## config.mk

```make
export PLATFORM = sky130hd
export DESIGN_NAME = ps2_mouse_cursor_tracker
export DESIGN_NICKNAME = d
export VERILOG_FILES = /design/src/sv/ps2mct_pkg.sv /design/src/sv/ps2_mouse_cursor_tracker.sv
export SDC_FILE = /design/constraint.sdc
export NUM_CORES = 1
export LEC_CHECK = 0
export ABC_AREA = 1
export BUFFER_PORTS_ARGS = -buffer_cell sky130_fd_sc_hd__buf_2
export CAP_MARGIN = 5
export CORE_UTILIZATION = 40
export DETAILED_ROUTE_END_ITERATION = 8
export SLEW_MARGIN = 10
export SYNTH_ARGS = -nofsm -noshare
export SYNTH_HDL_FRONTEND = slang
export SYNTH_SLANG_ARGS = --single-unit
```

## constraint.sdc

```tcl
create_clock -name i_clk -period 10.2 [get_ports i_clk]
set_input_delay 2.04 -clock i_clk [delete_from_list [all_inputs] [get_ports i_clk]]
set_output_delay 2.04 -clock i_clk [all_outputs]
set_load 0.05 [all_outputs]
```

## src/sv/ps2mct_pkg.sv

```systemverilog
// Shared constants and helper functions for the PS/2 mouse cursor tracker.
package ps2mct_pkg;

    // Widths of the configuration port and the payload fields.
    localparam int CFG_IDX_W  = 8;
    localparam int CFG_DATA_W = 13;
    localparam int SCREEN_W   = 13;
    localparam int CURSOR_SIZE_W = 7;
    localparam int POS_W      = 12;
    localparam int BYTE_W     = 8;
    localparam int SUM_W      = 14;

    // Configuration register indexes.
    localparam logic [CFG_IDX_W-1:0] CFG_SCREEN_WIDTH  = 8'd0;
    localparam logic [CFG_IDX_W-1:0] CFG_SCREEN_HEIGHT = 8'd1;
    localparam logic [CFG_IDX_W-1:0] CFG_CURSOR_WIDTH  = 8'd2;
    localparam logic [CFG_IDX_W-1:0] CFG_CURSOR_HEIGHT = 8'd3;

    // Reset values.
    localparam logic [SCREEN_W-1:0]      SCREEN_WIDTH_RST  = 13'd1024;
    localparam logic [SCREEN_W-1:0]      SCREEN_HEIGHT_RST = 13'd768;
    localparam logic [CURSOR_SIZE_W-1:0] CURSOR_WIDTH_RST  = 7'd4;
    localparam logic [CURSOR_SIZE_W-1:0] CURSOR_HEIGHT_RST = 7'd4;
    localparam logic [POS_W-1:0]         POS_RST           = 12'd100;
    localparam logic [POS_W-1:0]         POS_MAX           = 12'd4095;

    // Bit positions inside the first byte of a packet.
    localparam int HEAD_SYNC_BIT = 3;
    localparam int HEAD_XSIGN_BIT = 4;
    localparam int HEAD_YSIGN_BIT = 5;

    // Byte counter positions within a packet.
    localparam logic [1:0] IDX_FIRST  = 2'd0;
    localparam logic [1:0] IDX_SECOND = 2'd1;

    // Clamp limit: screen size minus cursor size, held within [0, POS_MAX].
    function automatic logic [POS_W-1:0] clamp_limit(
        input logic [SCREEN_W-1:0]      screen,
        input logic [CURSOR_SIZE_W-1:0] cursor
    );
        logic signed [SUM_W-1:0] diff;
        diff = $signed({1'b0, screen}) - $signed({{(SUM_W-CURSOR_SIZE_W){1'b0}}, cursor});
        if (diff < 0) begin
            return '0;
        end else if (diff > $signed({{(SUM_W-POS_W){1'b0}}, POS_MAX})) begin
            return POS_MAX;
        end else begin
            return diff[POS_W-1:0];
        end
    endfunction

    // Coordinate clamp: below at zero, then above at the limit.
    function automatic logic [POS_W-1:0] clamp_coord(
        input logic signed [SUM_W-1:0] v,
        input logic [POS_W-1:0]        lim
    );
        if (v < 0) begin
            return '0;
        end else if (v[SUM_W-2:0] >= {1'b0, lim}) begin
            return lim;
        end else begin
            return v[POS_W-1:0];
        end
    endfunction

endpackage

```

## src/sv/ps2_mouse_cursor_tracker.sv

```systemverilog
// Top level of the PS/2 mouse cursor tracker: packet gathering, deltas and clamping.
//
//  Channel   Direction  Handshake                 Word
//  input     in         i_valid / o_stall         i_aux_data_flag, i_data_byte
//  result    out        o_valid / i_stall         o_cursor_x, o_cursor_y, o_align_error
//  config    in         i_cfg_valid / o_cfg_ready i_cfg_index, i_cfg_data
//
// A word is taken into the input register, and from there the short add and
// clamp logic writes the result register; one word is taken every cycle unless
// the input side stalls, and the third mouse byte of a packet writes its result.
// Reset is synchronous and active low; it restores the default screen and cursor
// sizes, puts the cursor at (100, 100) and starts a fresh packet.
// The input side stalls only when a packet-completing word waits in the input
// register while an earlier result is still held by a stalled output.
module ps2_mouse_cursor_tracker (
    input  logic                                i_clk,
    input  logic                                i_rst_n,
    // Input words.
    input  logic                                i_valid,
    output logic                                o_stall,
    input  logic                                i_aux_data_flag,
    input  logic [ps2mct_pkg::BYTE_W-1:0]       i_data_byte,
    // Result words.
    output logic                                o_valid,
    input  logic                                i_stall,
    output logic [ps2mct_pkg::POS_W-1:0]        o_cursor_x,
    output logic [ps2mct_pkg::POS_W-1:0]        o_cursor_y,
    output logic                                o_align_error,
    // Configuration writes.
    input  logic                                i_cfg_valid,
    output logic                                o_cfg_ready,
    input  logic [ps2mct_pkg::CFG_IDX_W-1:0]    i_cfg_index,
    input  logic [ps2mct_pkg::CFG_DATA_W-1:0]   i_cfg_data
);
    import ps2mct_pkg::*;

    // Configuration registers.
    logic [SCREEN_W-1:0]      r_screen_width;
    logic [SCREEN_W-1:0]      r_screen_height;
    logic [CURSOR_SIZE_W-1:0] r_cursor_width;
    logic [CURSOR_SIZE_W-1:0] r_cursor_height;

    // Input register.
    logic              r_in_valid;
    logic              r_in_flag;
    logic [BYTE_W-1:0] r_in_byte;

    // Packet state.
    logic [1:0]        r_byte_idx;
    logic [BYTE_W-1:0] r_head;
    logic [BYTE_W-1:0] r_dx_low;
    logic [POS_W-1:0]  r_pos_x;
    logic [POS_W-1:0]  r_pos_y;

    // Result register.
    logic              r_out_valid;
    logic [POS_W-1:0]  r_out_x;
    logic [POS_W-1:0]  r_out_y;
    logic              r_out_err;

    // Next values and decode.
    logic                    w_completes;
    logic                    w_out_free;
    logic                    w_advance;
    logic                    w_take_in;
    logic                    w_head_ok;
    logic signed [SUM_W-1:0] w_sum_x;
    logic signed [SUM_W-1:0] w_sum_y;
    logic [POS_W-1:0]        w_lim_x;
    logic [POS_W-1:0]        w_lim_y;
    logic [POS_W-1:0]        n_pos_x;
    logic [POS_W-1:0]        n_pos_y;

    assign o_cfg_ready = 1'b1;

    // A mouse byte that arrives once two are stored closes the packet and needs the
    // result register; all other words pass through without one.
    assign w_completes = r_in_valid && r_in_flag && (r_byte_idx > IDX_SECOND);
    assign w_out_free  = !r_out_valid || !i_stall;
    assign w_advance   = r_in_valid && (!w_completes || w_out_free);
    assign o_stall     = r_in_valid && !w_advance;
    assign w_take_in   = i_valid && !o_stall;

    assign w_head_ok = r_head[HEAD_SYNC_BIT];
    assign w_lim_x   = clamp_limit(r_screen_width, r_cursor_width);
    assign w_lim_y   = clamp_limit(r_screen_height, r_cursor_height);

    // The nine-bit deltas take their sign from the first byte; X is added, Y subtracted.
    assign w_sum_x = $signed({{(SUM_W-POS_W){1'b0}}, r_pos_x})
                   + $signed({{(SUM_W-BYTE_W){r_head[HEAD_XSIGN_BIT]}}, r_dx_low});
    assign w_sum_y = $signed({{(SUM_W-POS_W){1'b0}}, r_pos_y})
                   - $signed({{(SUM_W-BYTE_W){r_head[HEAD_YSIGN_BIT]}}, r_in_byte});

    always_comb begin
        n_pos_x = r_pos_x;
        n_pos_y = r_pos_y;
        if (w_head_ok) begin
            n_pos_x = clamp_coord(w_sum_x, w_lim_x);
            n_pos_y = clamp_coord(w_sum_y, w_lim_y);
        end
    end

    // Configuration writes; indexes beyond the register list are dropped.
    always_ff @(posedge i_clk) begin
        if (!i_rst_n) begin
            r_screen_width  <= SCREEN_WIDTH_RST;
            r_screen_height <= SCREEN_HEIGHT_RST;
            r_cursor_width  <= CURSOR_WIDTH_RST;
            r_cursor_height <= CURSOR_HEIGHT_RST;
        end else if (i_cfg_valid && o_cfg_ready) begin
            if (i_cfg_index == CFG_SCREEN_WIDTH) begin
                r_screen_width <= i_cfg_data;
            end else if (i_cfg_index == CFG_SCREEN_HEIGHT) begin
                r_screen_height <= i_cfg_data;
            end else if (i_cfg_index == CFG_CURSOR_WIDTH) begin
                r_cursor_width <= i_cfg_data[CURSOR_SIZE_W-1:0];
            end else if (i_cfg_index == CFG_CURSOR_HEIGHT) begin
                r_cursor_height <= i_cfg_data[CURSOR_SIZE_W-1:0];
            end
        end
    end

    // Input register control.
    always_ff @(posedge i_clk) begin
        if (!i_rst_n) begin
            r_in_valid <= 1'b0;
        end else if (!o_stall) begin
            r_in_valid <= i_valid;
        end
    end

    // Input register payload.
    always_ff @(posedge i_clk) begin
        if (w_take_in) begin
            r_in_flag <= i_aux_data_flag;
            r_in_byte <= i_data_byte;
        end
    end

    // Packet byte counter and cursor position.
    always_ff @(posedge i_clk) begin
        if (!i_rst_n) begin
            r_byte_idx <= IDX_FIRST;
            r_pos_x    <= POS_RST;
            r_pos_y    <= POS_RST;
        end else if (w_advance && r_in_flag) begin
            if (w_completes) begin
                r_byte_idx <= IDX_FIRST;
                r_pos_x    <= n_pos_x;
                r_pos_y    <= n_pos_y;
            end else begin
                r_byte_idx <= r_byte_idx + 2'd1;
            end
        end
    end

    // Stored packet bytes are always written before they are read.
    always_ff @(posedge i_clk) begin
        if (w_advance && r_in_flag && (r_byte_idx == IDX_FIRST)) begin
            r_head <= r_in_byte;
        end
        if (w_advance && r_in_flag && (r_byte_idx == IDX_SECOND)) begin
            r_dx_low <= r_in_byte;
        end
    end

    // Result register control.
    always_ff @(posedge i_clk) begin
        if (!i_rst_n) begin
            r_out_valid <= 1'b0;
        end else if (w_advance && w_completes) begin
            r_out_valid <= 1'b1;
        end else if (!i_stall) begin
            r_out_valid <= 1'b0;
        end
    end

    // Result register payload.
    always_ff @(posedge i_clk) begin
        if (w_advance && w_completes) begin
            r_out_x   <= n_pos_x;
            r_out_y   <= n_pos_y;
            r_out_err <= !w_head_ok;
        end
    end

    assign o_valid       = r_out_valid;
    assign o_cursor_x    = r_out_x;
    assign o_cursor_y    = r_out_y;
    assign o_align_error = r_out_err;

`ifndef NO_ASSERTIONS
    // A held result always shows the current position, as it only moves with a result.
    a_out_matches_pos: assert property (@(posedge i_clk) disable iff (!i_rst_n)
        r_out_valid |-> (r_out_x == r_pos_x) && (r_out_y == r_pos_y))
        else $error("held result differs from tracked position");

    // The counter never passes the third byte of a packet.
    a_idx_range: assert property (@(posedge i_clk) disable iff (!i_rst_n)
        r_byte_idx != 2'd3)
        else $error("packet byte counter out of range");

    // Back-pressure only arises from a closing byte meeting a stalled full output.
    a_stall_cause: assert property (@(posedge i_clk) disable iff (!i_rst_n)
        o_stall |-> w_completes && r_out_valid && i_stall)
        else $error("input stalled without a blocked result");

    // A misaligned packet leaves the position untouched.
    a_err_keeps_pos: assert property (@(posedge i_clk) disable iff (!i_rst_n)
        (w_advance && w_completes && !w_head_ok) |=>
            $stable(r_pos_x) && $stable(r_pos_y))
        else $error("misaligned packet moved the cursor");
`endif

endmodule

```

==> flow_summary.json <==
{
  "setup_viol": 0,
  "status": "completed",
  "syn_area_um2": 7700,
  "fin_worst_skew_ns": 0.0118,
  "first_global_vias": 6445,
  "worstPathArrival_ns": 2.61,
  "ys_seq_area_share_pct": 35.2,
  "grt_max_degree": 62,
  "firstDrtPassIters": 5,
  "cts_sinks": 113,
  "cts_root_buf": "clkbuf_16",
  "worst_pin_slew_ns": 0.853,
  "ir_drop_v": 0.0000968,
  "final_common_cell": "nand2_1",
  "hold_viol_final": 0,
  "finalCriticalPeriod_ns": 4.65,
  "timing.final.crit_share_pct": 45.6,
  "core_area_um2": 18800,
  "clockBufferDepth": 2,
  "post_cts_resized": 0,
  "syn_to_final_growth_pct": 13.5,
  "synth-seq-cells": 113,
  "max_freq_mhz": 215,
  "ant_nets": 0,
  "hold_path.class": "reg2reg",
  "nNetsFinal": 1189,
  "rsz0062_at_grt": "false",
  "avgViaCountPerCell": 5.00,
  "grt.total_usage_pct": 19.9,
  "fill_cells": 1902,
  "netlist_instances": 1031,
  "setup_slack_ns": 5.55,
  "synth_edf_count": 45,
  "postCtsHoldBufs": 0,
  "dp_cells": 1299,
  "grt_pass1_wl_um": 31200,
  "clkLatencyLatePin_ns": 0.42,
  "pre_cts_slack_ns": 5.55,
  "numCtsBuffers": 17,
  "mostFrequentLayoutCells": "nand2_1 (252), inv_1 (134), nand3_1 (85), a21oi_1 (80), dfxtp_1 (68)",
  "place.gp.congestion": 0.898,
  "synth-async-reset-ratio_pct": 0,
  "relSlewSlack_pct": 42.9,
  "die_y_um": 141,
  "synth.avg_cell_area_um2": 7.47,
  "timing.setup.tns_ns": 0,
  "leakagePower_nw": 4.29,
  "synth_nets": 1136,
  "finalWirelength_um": 18400,
  "cp_max_fo": 3,
  "ys_types": 43,
  "drc": 0,
  "start_util_pct": 41.0,
  "n_antenna_cell": 0,
  "num_rows": 50,
  "critical_path_class": "in2out",
  "antenna_found_initial": 0,
  "drt_iter0_drc": 373,
  "tritoncts": "built",
  "worstPathRequired_ns": 8.16,
  "cp-end-kind": "output port",
  "multi_input_area_um2": 4270,
  "ys_warn_count": 0,
  "post-dp-hpwl_um": 13700,
  "power.density_nw_per_um2": 133,
  "io_pins": 63,
  "vias": 6651,
  "worst-r2r-cell-count": 24,
  "maxSlewViolCount": 0,
  "post-cts-setup-buffers": 0,
  "numPortBuffers": 61,
  "overflow": 0,
  "start_kind": "primary input",
  "synth-main-ff-cell": "dfxtp_1",
  "hold_depth": 0,
  "dieArea_um2": 19800,
  "drive_gt1_share_pct": 12.5,
  "post_drt_wl_per_cell_um": 13.8,
  "fin_util_pct": 46.6,
  "die_w_um": 141,
  "clk_pin_slew_worst_paths_ns": 0.05,
  "cap_violations": 0,
  "h-tree-depth": 4,
  "final_cells": 1331,
  "worst_hold_slack_ns": 0.454,
  "reg2reg_setup_slack_ns": 6.12,
  "regArea_um2": 2710
}
==> flip-flops by register name (all words and copies together), names as in the netlist <==
| name | cells |
|---|---|
| r_screen_width | 13 |
| r_pos_y | 12 |
| r_in_byte | 8 |
| o_align_error | 1 |
| r_in_valid | 1 |
| r_byte_idx | 2 |
| r_in_flag | 1 |
| r_screen_height | 13 |
| r_cursor_width | 7 |
| r_cursor_height | 7 |
| o_valid | 1 |
| o_cursor_y | 12 |
| r_head | 3 |
| r_dx_low | 8 |
| r_pos_x | 12 |
| o_cursor_x | 12 |
==> synthesized netlist by cell type (2+ instances only) <==
master,number,share of area [%]
fa_1,4,1.0
o21ai_1,4,0.26
nand2_2,4,0.32
nor3_1,9,0.58
a21oi_1,80,5.2
o21a_1,12,1.2
nor2_1,67,3.3
xnor2_1,8,0.91
nand3_2,17,2.2
or2_1,4,0.32
a31oi_1,2,0.16
o211ai_1,4,0.39
nor4_1,4,0.32
o21bai_1,2,0.19
nand3_1,85,5.5
a21o_1,4,0.39
nor2_2,2,0.16
buf_6,2,0.29
a21boi_1,2,0.19
nand2_1,252,12
edfxtp_1,45,18
dfxtp_1,68,18
nor2_4,3,0.44
nand4_1,6,0.49
ha_1,66,11
clkbuf_1,10,0.49
buf_4,6,0.58
clkinv_1,4,0.19
inv_2,10,0.49
a21oi_2,3,0.34
xor2_1,28,3.2
a21boi_2,2,0.29
nand3b_1,12,1.2
inv_1,134,6.5
o21ai_0,48,3.1
buf_2,11,0.71
==> worst max-delay path, stage by stage <==
cell,delay (ns)
buf_2,0.07
nand2_1,0.07
nor2_2,0.15
buf_2,0.28
==> cell type report <==
class,instances,area share (%)
tap,234,3.35
timing repair buffer,63,3.66
sequential,113,31.0
inverter,148,6.35
clock buffer,24,5.88
multi-input combinational,741,48.9
clock inverter,8,0.830
==> through the flow <==
step	total power, mW	instance area, um2
4_1_cts	1.18	8740
5_1_grt	1.21	8740
3_3_place_gp	0.585	8160
6_report	1.17	8740
3_5_place_dp	0.586	8160
2_1_floorplan	0.558	7700
==> metal layers <==
layer | wire length (um) | vias to the layer above | global-route usage (%)
li1 | - | 3505 | -
met1 | 8920 | 3039 | 25.6
met2 | 8810 | 91 | 34.3
met3 | 502 | 16 | 3.46
met4 | 174 | 0 | 5.66
met5 | 0 | - | 0
==> where the power goes <==
group	switching, mW	internal (mW)	leakage, nW
Combinational	0.0654	0.0336	3.04
Clock	0.213	0.376	0.294
Sequential	0.00365	0.474	0.964
Total	0.282	0.884	4.29
==> cell families (layout without fill, tap and decap cells) <==
group,Yosys count,count (layout),synth area share (%)
AO/OA/AOI/OAI,166,166,12.0
adder cells (fa/ha/maj),70,70,11.8
AND/OR/NAND/NOR,468,468,27.6
flip-flops,113,113,35.2
other,1,1,0.0487
XOR/XNOR,36,36,4.09
buffers and inverters,177,243,9.29
==> path summary, 6_finish.rpt <==
path / from / end
worst max register to register: r_screen_width[0] / r_pos_x[6]
worst min-delay path: r_in_byte[1] / r_dx_low[1]
worst max-delay path: i_stall / o_stall
worst min register to register: r_in_byte[1] / r_dx_low[1]
(Power assumes the default switching activity.)
